### src/hdl/kdb_pkg.sv
// Shared types and phase codes for the keypad debouncer.
// Used by kdb_cfg, kdb_state and keypad_debounce_fsm_top.
`timescale 1ns / 1ps

package kdb_pkg;

    localparam int KEY_W   = 4;
    localparam int TICKS_W = 8;
    localparam int MASK_W  = 16;
    localparam int CFG_IDX_W  = 2;
    localparam int CFG_DATA_W = 16;

    localparam logic [CFG_IDX_W-1:0] REG_DEBOUNCE_TICKS  = 2'd0;
    localparam logic [CFG_IDX_W-1:0] REG_ACTIVE_LOW_MASK = 2'd1;

    localparam logic [1:0] PH_RELEASED = 2'd0;
    localparam logic [1:0] PH_BOUNCING = 2'd1;
    localparam logic [1:0] PH_PRESSED  = 2'd2;

    localparam logic [TICKS_W-1:0] TICKS_RESET = 8'd4;

    typedef struct packed {
        logic [TICKS_W-1:0] debounce_ticks;
        logic [MASK_W-1:0]  active_low_mask;
    } kdb_cfg_t;

    typedef struct packed {
        logic [1:0]       key_phase;
        logic             key_pressed;
        logic [KEY_W-1:0] key_number;
    } kdb_result_t;

endpackage

### src/hdl/keypad_debounce_fsm_top.sv
// Keypad debouncer: input and result registers around the per-key store.
// Depends on kdb_pkg, kdb_cfg and kdb_state.
`timescale 1ns / 1ps

// Each request carries one sample of one key and yields exactly one result,
// in order. A sample sits in the input register, where the key's stored
// phase and run counters are read, updated and written back, and the
// result is loaded into the output register; throughput is one request
// per cycle while m_tready is high. Samples of the same key may follow
// each other directly. Configuration writes are expected only while no
// request is in flight.
module keypad_debounce_fsm_top #(
    parameter int NUM_KEYS    = 16,
    parameter int COUNT_WIDTH = 8
) (
    input  logic                             aclk,
    input  logic                             aresetn,
    input  logic                             s_tvalid,
    output logic                             s_tready,
    input  logic [7:0]                       s_tdata,  // key_index[3:0], raw_level[4]
    output logic                             m_tvalid,
    input  logic                             m_tready,
    output logic [7:0]                       m_tdata,  // key_number[3:0], key_pressed[4],
                                                       // key_phase[6:5]
    input  logic                             cfg_wr_en,
    input  logic [kdb_pkg::CFG_IDX_W-1:0]    cfg_index,
    input  logic [kdb_pkg::CFG_DATA_W-1:0]   cfg_wdata
);
    import kdb_pkg::*;

    kdb_cfg_t    cfg;
    kdb_result_t result;

    logic             in_valid_reg;
    logic [KEY_W-1:0] in_key_reg;
    logic             in_lvl_reg;
    logic             out_valid_reg;
    kdb_result_t      out_reg;
    logic             advance;

    assign advance  = in_valid_reg && (!out_valid_reg || m_tready);
    assign s_tready = !in_valid_reg || advance;

    always_ff @(posedge aclk) begin
        if (!aresetn) begin
            in_valid_reg <= 1'b0;
        end else if (s_tready) begin
            in_valid_reg <= s_tvalid;
        end
    end

    always_ff @(posedge aclk) begin
        if (s_tready && s_tvalid) begin
            in_key_reg <= s_tdata[KEY_W-1:0];
            in_lvl_reg <= s_tdata[KEY_W];
        end
    end

    always_ff @(posedge aclk) begin
        if (!aresetn) begin
            out_valid_reg <= 1'b0;
        end else if (advance) begin
            out_valid_reg <= 1'b1;
        end else if (m_tready) begin
            out_valid_reg <= 1'b0;
        end
    end

    always_ff @(posedge aclk) begin
        if (advance)
            out_reg <= result;
    end

    kdb_cfg u_cfg (
        .aclk      (aclk),
        .aresetn   (aresetn),
        .cfg_wr_en (cfg_wr_en),
        .cfg_index (cfg_index),
        .cfg_wdata (cfg_wdata),
        .cfg       (cfg)
    );

    kdb_state #(
        .NUM_KEYS    (NUM_KEYS),
        .COUNT_WIDTH (COUNT_WIDTH)
    ) u_state (
        .aclk      (aclk),
        .aresetn   (aresetn),
        .upd_en    (advance),
        .key       (in_key_reg),
        .raw_level (in_lvl_reg),
        .cfg       (cfg),
        .result    (result)
    );

    assign m_tvalid = out_valid_reg;
    assign m_tdata  = {1'b0, out_reg};

    a_adv_loads_out: assert property (@(posedge aclk) disable iff (!aresetn)
        advance |=> m_tvalid)
        else $error("result register not loaded after request advanced");

    a_held_input: assert property (@(posedge aclk) disable iff (!aresetn)
        in_valid_reg && !advance |=> in_valid_reg && $stable(in_key_reg)
                                     && $stable(in_lvl_reg))
        else $error("stalled input request lost or changed");

    a_out_of_range: assert property (@(posedge aclk) disable iff (!aresetn)
        m_tvalid && ({3'b000, m_tdata[3:0]} >= 7'(NUM_KEYS))
            |-> m_tdata[6:4] == 3'b000)
        else $error("out-of-range key reported non-zero state");

endmodule

### src/hdl/kdb_cfg.sv
// Configuration register file for the keypad debouncer.
// Depends on kdb_pkg.
`timescale 1ns / 1ps

module kdb_cfg (
    input  logic                             aclk,
    input  logic                             aresetn,
    input  logic                             cfg_wr_en,
    input  logic [kdb_pkg::CFG_IDX_W-1:0]    cfg_index,
    input  logic [kdb_pkg::CFG_DATA_W-1:0]   cfg_wdata,
    output kdb_pkg::kdb_cfg_t                cfg
);
    import kdb_pkg::*;

    logic [TICKS_W-1:0] ticks_reg;
    logic [MASK_W-1:0]  mask_reg;

    always_ff @(posedge aclk) begin
        if (!aresetn) begin
            ticks_reg <= TICKS_RESET;
            mask_reg  <= '0;
        end else if (cfg_wr_en) begin
            unique case (cfg_index)
                REG_DEBOUNCE_TICKS:  ticks_reg <= cfg_wdata[TICKS_W-1:0];
                REG_ACTIVE_LOW_MASK: mask_reg  <= cfg_wdata[MASK_W-1:0];
                default: ;
            endcase
        end
    end

    assign cfg.debounce_ticks  = ticks_reg;
    assign cfg.active_low_mask = mask_reg;

endmodule

### src/hdl/kdb_state.sv
// Per-key debounce store and its read-modify-write update.
// Depends on kdb_pkg.
`timescale 1ns / 1ps

module kdb_state #(
    parameter int NUM_KEYS    = 16,
    parameter int COUNT_WIDTH = 8
) (
    input  logic                        aclk,
    input  logic                        aresetn,
    input  logic                        upd_en,
    input  logic [kdb_pkg::KEY_W-1:0]   key,
    input  logic                        raw_level,
    input  kdb_pkg::kdb_cfg_t           cfg,
    output kdb_pkg::kdb_result_t        result
);
    import kdb_pkg::*;

    localparam int IW  = (NUM_KEYS > 1) ? $clog2(NUM_KEYS) : 1;
    localparam int XW  = 7;
    localparam int TW  = 17;
    localparam logic [TW-1:0] CMAX = TW'((1 << COUNT_WIDTH) - 1);

    logic [1:0]             phase_reg [NUM_KEYS];
    logic [COUNT_WIDTH-1:0] high_reg  [NUM_KEYS];
    logic [COUNT_WIDTH-1:0] low_reg   [NUM_KEYS];
    logic                   rep_reg   [NUM_KEYS];

    logic [XW-1:0]          key_ext;
    logic                   in_range;
    logic [IW-1:0]          idx;
    logic                   lvl;
    logic [TW-1:0]          ticks_ext;
    logic [TW-1:0]          t_eff;
    logic [1:0]             ph_cur;
    logic [1:0]             ph_next;
    logic [COUNT_WIDTH-1:0] high_cur;
    logic [COUNT_WIDTH-1:0] low_cur;
    logic [COUNT_WIDTH-1:0] high_next;
    logic [COUNT_WIDTH-1:0] low_next;
    logic                   rep_next;

    assign key_ext  = {{(XW-KEY_W){1'b0}}, key};
    assign in_range = key_ext < XW'(NUM_KEYS);
    assign idx      = key_ext[IW-1:0];
    assign lvl      = raw_level ^ cfg.active_low_mask[key];

    assign ticks_ext = {{(TW-TICKS_W){1'b0}}, cfg.debounce_ticks};
    always_comb begin
        if (ticks_ext == '0)
            t_eff = TW'(1);
        else if (ticks_ext > CMAX)
            t_eff = CMAX;
        else
            t_eff = ticks_ext;
    end

    assign ph_cur   = phase_reg[idx];
    assign high_cur = high_reg[idx];
    assign low_cur  = low_reg[idx];

    always_comb begin
        ph_next   = ph_cur;
        high_next = high_cur;
        low_next  = low_cur;
        rep_next  = rep_reg[idx];
        unique case (ph_cur)
            PH_BOUNCING: begin
                if (lvl) begin
                    low_next  = '0;
                    high_next = (TW'(high_cur) == CMAX) ? high_cur
                                                        : high_cur + 1'b1;
                    if (TW'(high_next) >= t_eff)
                        ph_next = PH_PRESSED;
                end else begin
                    high_next = '0;
                    low_next  = (TW'(low_cur) == CMAX) ? low_cur
                                                       : low_cur + 1'b1;
                    if (TW'(low_next) >= t_eff)
                        ph_next = PH_RELEASED;
                end
            end
            PH_PRESSED: begin
                if (lvl) begin
                    rep_next = 1'b1;
                end else begin
                    ph_next   = PH_BOUNCING;
                    high_next = '0;
                    low_next  = '0;
                end
            end
            default: begin
                if (lvl) begin
                    ph_next   = PH_BOUNCING;
                    high_next = '0;
                    low_next  = '0;
                end else begin
                    ph_next  = PH_RELEASED;
                    rep_next = 1'b0;
                end
            end
        endcase
    end

    always_ff @(posedge aclk) begin
        if (!aresetn) begin
            for (int k = 0; k < NUM_KEYS; k++) begin
                phase_reg[k] <= PH_RELEASED;
                high_reg[k]  <= '0;
                low_reg[k]   <= '0;
                rep_reg[k]   <= 1'b0;
            end
        end else if (upd_en && in_range) begin
            phase_reg[idx] <= ph_next;
            high_reg[idx]  <= high_next;
            low_reg[idx]   <= low_next;
            rep_reg[idx]   <= rep_next;
        end
    end

    assign result.key_number  = key;
    assign result.key_pressed = in_range ? rep_next : 1'b0;
    assign result.key_phase   = in_range ? ph_next : PH_RELEASED;

endmodule

### config.mk
export PLATFORM = sky130hd
export DESIGN_NAME = keypad_debounce_fsm_top
export DESIGN_NICKNAME = d
export VERILOG_FILES = /design/src/hdl/kdb_pkg.sv /design/src/hdl/keypad_debounce_fsm_top.sv /design/src/hdl/kdb_cfg.sv /design/src/hdl/kdb_state.sv
export SDC_FILE = /design/constraint.sdc
export NUM_CORES = 1
export LEC_CHECK = 0
export BUFFER_PORTS_ARGS = -buffer_cell sky130_fd_sc_hd__buf_4
export CAP_MARGIN = 20
export CORE_MARGIN = 4
export CORE_UTILIZATION = 30
export DETAILED_ROUTE_END_ITERATION = 8
export PLACE_DENSITY = 0.49
export SYNTH_ARGS = -nofsm -noshare
export SYNTH_HDL_FRONTEND = slang
export SYNTH_HIERARCHICAL = 1
export SYNTH_SLANG_ARGS = --single-unit
### constraint.sdc
create_clock -name aclk -period 9.5 [get_ports aclk]
set_input_delay 0.95 -clock aclk [delete_from_list [all_inputs] [get_ports aclk]]
set_output_delay 0.95 -clock aclk [all_outputs]
set_load 0.02 [all_outputs]
==> implementation parameters, run 1 <==
Parameter                              Value

CTS
  CTS sink cnt    approximately 340
  Number of buffers inserted during clock tree synthesis    39
  Buffer levels on the longest clock path    3
  CTS tree    yes
  Cts-stage hold buffer count    0
  Post_cts resized    0
  Register clock-pin slew on the reported worst setup and hold paths    approximately 0.06 ns
  Clock root buffer    clkbuf_16
  Clk_lat worst skew    around 0.56 ns
  H-Tree Level Count    2
  Post-CTS setup buffer count    0

Synth
  Netlist Area Pre-Place    16200 sq um
  Synth cell types    80
  Top cell type's share of synthesized area    roughly 55%
  Synthesis Warnings    6
  Leading cell type by number of instances after synthesis    edfxtp_1
  Commonest cells in the netlist    300 x edfxtp_1, 245 x nor2_1, 93 x nand2_1
  Number of flops mapped to enable cells by yosys    300
  Library cell with the largest summed area after synthesis    edfxtp_1
  Avg Inst Size Synth    ~14 sq um
  Number of synthesized register bits    between 300 and 400
  Share of synthesized area occupied by flip-flops and latches    about three fifths
  Post-Syn Nets    ~1200
  Synth async-reset ratio    0%
  Most frequently used flop master after synthesis    edfxtp_1
  Main area contributors after synthesis    edfxtp_1 55%, mux4_2 9.8%, nor2_1 5.7%, dfxtp_1 5.2%, mux4_1 3.1%
  Post-synthesis instance total    between 1000 and 1500

Detailed routing
  Final WL    ~47 mm
  Initial DRC count    approximately 870
  Routed via count    between 9000 and 10000
  Total DRC errors in the routed layout    0
  WL per Instance    24.3 microns
  Vias per Instance    5.17
  Router iterations before antenna repair    7
  Antenna Violating Nets Remaining    0

Timing
  Max-slew violations    0
  Final Hold Fails    0
  Final clock period utilization by the worst path    a little over three fifths
  Worst relative slew slack    a little over a third
  Pin slew with the least headroom to its limit    about 0.98 ns
  Final setup TNS    0 ns
  Finish-stage setup viols    0
  Minimum clock period    5.95 ns
  Largest clock skew in the final design    between 0.02 and 0.025 ns
  Unrepaired setup endpoints after global routing    false
  Max Clk Rate    ~170 MHz

Worst setup path
  Worst setup path endpoint    u_state/phase_reg[7][1]
  Critical path endpoint category    flop
  Worst Reg2Reg Path Length in Cells    17
  Delay of the slowest critical-path stage    around 0.79 ns
  WP buf/inv    1
  Kind of cell with the highest combined delay on the critical path    compound AO/OA/AOI/OAI gates
  Capture point of the worst reg-to-reg path    u_state/phase_reg[7][1]
  Worst Path Class, Setup    flop to flop
  Launching point of the worst reg2reg path    in_key_reg[1]
  Cell depth of the worst setup path    17
  Critical-path maximum fanout    31
  Crit path launch    in_key_reg[1]
  Arrival time at the worst endpoint    a little over 6 ns
  Data required time at the worst endpoint    about 10 ns
  Worst Setup Start Kind    flop
  Cells along the critical path    buf_4 -> mux4_1 -> mux4_2 -> ha_1 -> and3_1 -> o2111ai_2 -> or2_2 -> nand2_1 -> xnor2_1 -> ha_1 -> a2111oi_0 -> nand2_1 -> o21ai_0 -> a31oi_1 -> a21oi_1 -> a211o_1 -> nor2_1
  Crit-path slowest cell    edfxtp_1
  Flop-to-flop setup slack    3.55 ns

Global routing
  Number of global-route vias before repair    roughly 10000
  Total overflow reported by the global router    0
  Global-route wire length before repair    between 60 and 70 mm
  Antenna violations before repair    0
  Global-route usage over all layers    16.2%
  Largest net degree at the start of global routing    82

Floorplan
  FP Rows    85
  Die width    ~240 microns
  Core outline area    roughly 54000 sq um
  Die height    between 200 and 250 microns
  Starting density of the core    between 30 and 40%
  Area of the die    ~58000 sq um
  Number of top-level pins    41

Place
  Placer's final routability congestion estimate    between 0.8 and 0.9
  HPWL after DPL    about 28 mm
  Quantity of I/O buffers inserted on ports    36
  Placed insts    1855
  Instance area at placement    ~17000 sq um

Finish
  # diodes    0
  Final instance count without filler cells    between 1500 and 2000
  Final instance area    18300 sq um
  Filler Cell Count    ~5200
  Layout Nets    roughly 1300
  Layout cell share with drive strength beyond 1    a little over a fifth
  Layout area overhead    12.4%

Power and ir drop
  Maximum ir drop on the vdd rail    around 0.14 mV
  Static power due to leakage    about 6.2 nW
  Power per unit of standard cell area    195 nW/um^2

Min path
  Worst Hold Class    flop to flop

Job
  Max capacitance violation total    0

Outcome
  Run status    completed
-- cells by family after synthesis --
family,Yosys count,share of synthesized area (%)
DFF,342,60.6
AOI/OAI and AO/OA,89,4.25
other,1,0.0231
muxes,130,15.5
and+or+nand+nor,470,13.0
buffers and inverters,121,4.57
adders and majority gates,20,1.54
xor gates and xnor gates,8,0.478
-- cell type report --
type | count | area, sq um | area share [%]
inverter | 21 | 78.8 | 0.432
clock inverter | 19 | 178 | 0.973
clock buffer | 48 | 1030 | 5.65
tap | 696 | 871 | 4.77
multi-input combinational | 718 | 5650 | 30.9
timing repair buffer | 78 | 598 | 3.28
sequential | 342 | 9850 | 54.0
-- metrics by stage --
step | setup WS (ns) | util (%) | power, mW | hold WS [ns]
3_3_place_gp | 3.65 | 31.7 | 2.13 | 0.441
6_report | 3.55 | 34.0 | 3.55 | 0.459
4_1_cts | 3.58 | 34.0 | 3.60 | 0.458
2_1_floorplan | 4.62 | - | 2.02 | 0.432
5_1_grt | 3.03 | 34.0 | 3.70 | 0.476
3_5_place_dp | 3.58 | 31.7 | 2.13 | 0.447
-- placed cells by master (no fill, tap or decap), drive strengths merged, types with 4 or more instances in the layout --
cell type,instances
a21o,4
a21oi,15
a22oi,14
a31oi,5
and2,5
and3,6
buf,78
clkbuf,48
clkinv,15
dfxtp,42
edfxtp,300
ha,20
inv,22
mux2,7
mux2i,33
mux4,90
nand2,96
nand2b,7
nand3,20
nor2,275
nor2b,8
nor3,35
o21a,4
o21ai,27
xnor2,6
-- worst register-to-register path, stage by stage, from the launching register on --
cell and delay, ns:
edfxtp_1 0.79, buf_4 0.57, mux4_1 0.44, mux4_2 0.56, ha_1 0.27, and3_1 0.19
o2111ai_2 0.29, or2_2 0.27, nand2_1 0.09, xnor2_1 0.21, ha_1 0.28, a2111oi_0 0.57
nand2_1 0.08, o21ai_0 0.10, a31oi_1 0.09, a21oi_1 0.18, a211o_1 0.57, nor2_1 0.14
-- power breakdown --
part	switching (mW)	leakage, nW	total, mW	internal [mW]
clock network	0.604	0.590	1.45	0.851
registers	0.0161	3.43	1.70	1.68
logic	0.268	2.20	0.400	0.132
-- worst min-delay path by stage --
stage / endpoint / depth (start not counted) / slack (ns) / startpoint
after global routing: u_cfg/mask_reg[2] / 2 / 0.48 / u_cfg/mask_reg[2]
after global placement: u_cfg/mask_reg[7] / 2 / 0.44 / u_cfg/mask_reg[7]
after floorplan: u_cfg/mask_reg[6] / 2 / 0.43 / u_cfg/mask_reg[6]
after detailed placement: u_cfg/mask_reg[8] / 2 / 0.45 / u_cfg/mask_reg[8]
after CTS: u_cfg/mask_reg[7] / 2 / 0.46 / u_cfg/mask_reg[7]
final: u_state/rep_reg[2] / 2 / 0.46 / u_state/rep_reg[2]
-- per-layer routing --
metal | GRT usage [%] | up-vias | routed length, microns
met4 | 4.53 | 0 | 964
met3 | 2.35 | 57 | 3210
met1 | 23.1 | 5122 | 20700
met2 | 26.1 | 371 | 21900
li1 | - | 4384 | -
met5 | 0 | - | 0
(Power assumes the default switching activity.)
==> inputs of run 2 (changes only) <==
==> constraint.sdc (replaced) <==
create_clock -name aclk -period 6.2 [get_ports aclk]
set_input_delay 0.62 -clock aclk [delete_from_list [all_inputs] [get_ports aclk]]
set_output_delay 0.62 -clock aclk [all_outputs]
set_load 0.02 [all_outputs]
==> run 2 against run 1 <==
Design area is 0.69% higher. Sequential share of layout area is 0.37 points lower. Total power is 52% higher. Sequential power is 54% higher. Via count is 0.43% higher. Non-clock buffer count is 11 higher. Cell count is 0.62% higher. First-iteration DRC count is 12% higher.
==> implementation parameters, run 2 (same netlist as run 1, synthesis figures left out) <==
Parameter                              Value

Timing
  Worst relative slew slack    35.3% (+0.33 points)
  Final setup TNS    0 ns (unchanged)
  Worst hold slack    0.251 ns (-0.207 ns)
  Unrepaired setup endpoints after global routing    false
  Final Hold Fails    0 (unchanged)
  Final clock period utilization by the worst path    89.0% (+26 points)
  Max-slew violations    0 (unchanged)
  Finish-stage setup viols    0 (unchanged)
  Minimum clock period    5.52 ns (-0.436 ns)
  Largest clock skew in the final design    0.0172 ns (-0.00375 ns)
  Pin slew with the least headroom to its limit    0.970 ns (-0.00498 ns)
  Max Clk Rate    181 MHz (+7.9%)

Global routing
  Total overflow reported by the global router    0 (unchanged)
  Global-route wire length before repair    69.1 mm (+1.3%)
  Antenna violations before repair    0 (unchanged)
  Number of global-route vias before repair    9952 (-0.18%)
  Largest net degree at the start of global routing    77 (-6.1%)
  Global-route usage over all layers    16.5% (+0.33 points)

Finish
  Layout area overhead    13.2%
  Final instance area    18400 sq um (+0.69%)
  Layout cell share with drive strength beyond 1    22.8% (+1.0 points)
  Layout Nets    1262 (+0.88%)
  # diodes    0 (unchanged)
  Most used cells in the layout excluding fill and tap cells    300 x edfxtp_1, 245 x nor2_1, 91 x nand2_1
  Most common cell after layout, fill and taps aside    edfxtp_1

Worst setup path
  Worst Setup Start Kind    flop
  Worst Path Class, Setup    flop to flop
  Arrival time at the worst endpoint    5.79 ns (-0.44 ns)
  Critical-path maximum fanout    17 (-45%)
  Critical path endpoint category    flop
  Data required time at the worst endpoint    6.48 ns (-3.30 ns)

Power and ir drop
  Fraction of power consumed by sequential logic    48.2% (+0.4 points)
  Static power due to leakage    6.29 nW (+1.1%)
  Power per unit of standard cell area    294 nW/um^2 (+51%)
  Combinational share of power    11.6% (+0.3 points)
  Proportion of power drawn by the clock network    40.2% (-0.7 points)
  Net switching power figure    1.35 mW (+53%)
  Maximum ir drop on the vdd rail    0.176 mV (+30%)
  Switching share of total power    25.0% (+0.054 points)
  Final Power    5.41 mW (+52%)
  Pint    4.05 mW (+52%)

Detailed routing
  Total DRC errors in the routed layout    0 (unchanged)
  Vias per Instance    5.16 (-0.19%)
  Router iterations before antenna repair    8 (+1)
  Routed via count    9977 (+0.43%)
  Initial DRC count    980 (+12%)
  Antenna Violating Nets Remaining    0 (unchanged)
  Final WL    47.8 mm (+2.3%)
  WL per Instance    24.7 microns (+1.6%)

Outcome
  Run status    completed

Floorplan
  FP Rows    85 (unchanged)
  Core outline area    53700 sq um (unchanged)
  Starting density of the core    30.2% (unchanged)
  Die width    241 microns (unchanged)
  Number of top-level pins    41 (unchanged)
  Die height    241 microns (unchanged)
  Area of the die    57900 sq um (unchanged)

Place
  Placer's final routability congestion estimate    0.851 (+3.6%)
  Quantity of I/O buffers inserted on ports    36 (unchanged)
  Instance area at placement    17200 sq um (+0.88%)
  HPWL after DPL    29.1 mm (+5.6%)

CTS
  Post-CTS setup buffer count    0 (unchanged)
  Clock root buffer    clkbuf_16
  CTS tree    yes
  CTS sink cnt    342 (unchanged)
  Register clock-pin slew on the reported worst setup and hold paths    0.05 ns (about the same)
  Post_cts resized    0 (unchanged)
  H-Tree Level Count    2 (unchanged)
  Cts-stage hold buffer count    0 (unchanged)
  Buffer levels on the longest clock path    3 (unchanged)
  Number of buffers inserted during clock tree synthesis    39 (unchanged)
  Clk_lat worst skew    0.56 ns (about the same)

Job
  Max capacitance violation total    0 (unchanged)

Min path
  Worst Hold Class    input port to flop
## run 2: stage by stage
stage / util [%] / worst slack, ns / std cells
final: 34.2 / 0.685 / 1934
after floorplan: - / 1.32 / 1181
after global routing: 34.2 / 0.195 / 1934
after CTS: 34.2 / 0.726 / 1934
after detailed placement: 32.0 / 0.749 / 1866
after global placement: 32.0 / 0.766 / 1866
## run 2: cell type report
| class | instances | area, sq um |
|---|---|---|
| clock buffers | 57 | 1090 |
| clock inverters | 11 | 91.3 |
| fillers | 5199 | 35300 |
| inverters | 21 | 78.8 |
| multi-input cells | 718 | 5650 |
| flip-flops and latches | 342 | 9850 |
| well taps | 696 | 871 |
| repair buffers | 89 | 743 |
## run 2: worst max-delay path: stages (launching register included)
cell       delay [ns]
edfxtp_1         0.89
buf_4            0.32
mux4_2           0.34
a22oi_1          0.22
nand2_1          0.19
ha_1             0.27
and3_1           0.19
o2111ai_2        0.28
or2_2            0.26
nand2_1          0.08
xnor2_1          0.13
ha_1             0.30
a2111oi_0        0.54
nand2_1          0.12
o21ai_0          0.12
a31oi_1          0.09
a21oi_1          0.17
a211o_1          0.59
nor2_1           0.12
## run 2: final timing paths
kind,startpoint,to,slack (ns),depth (start not counted)
min,s_tdata[1],in_key_reg[1],0.25,1
max,in_key_reg[1],u_state/phase_reg[0][1],0.68,18
min reg2reg,u_cfg/mask_reg[14],u_cfg/mask_reg[14],0.46,2
max reg2reg,in_key_reg[1],u_state/phase_reg[0][1],0.68,18
## run 2: per-layer routing
layer	part of all wire, %	vias to the layer above	global-route usage, %	wire (microns)
met4	2.6	0	4.41	1240
li1	-	4413	-	-
met2	46	344	26.3	21800
met1	45	5145	23.5	21600
met5	0	-	0	0
met3	6.7	75	3.09	3180
## run 2: power by group through the flow
stage | Sequential (mW) | Combinational, mW | Clock (mW)
floorplan | 2.65 | 0.446 | 0
global placement | 2.65 | 0.623 | 0
detailed placement | 2.66 | 0.625 | 0
CTS | 2.61 | 0.627 | 2.23
global route | 2.62 | 0.671 | 2.33
finish | 2.61 | 0.625 | 2.17
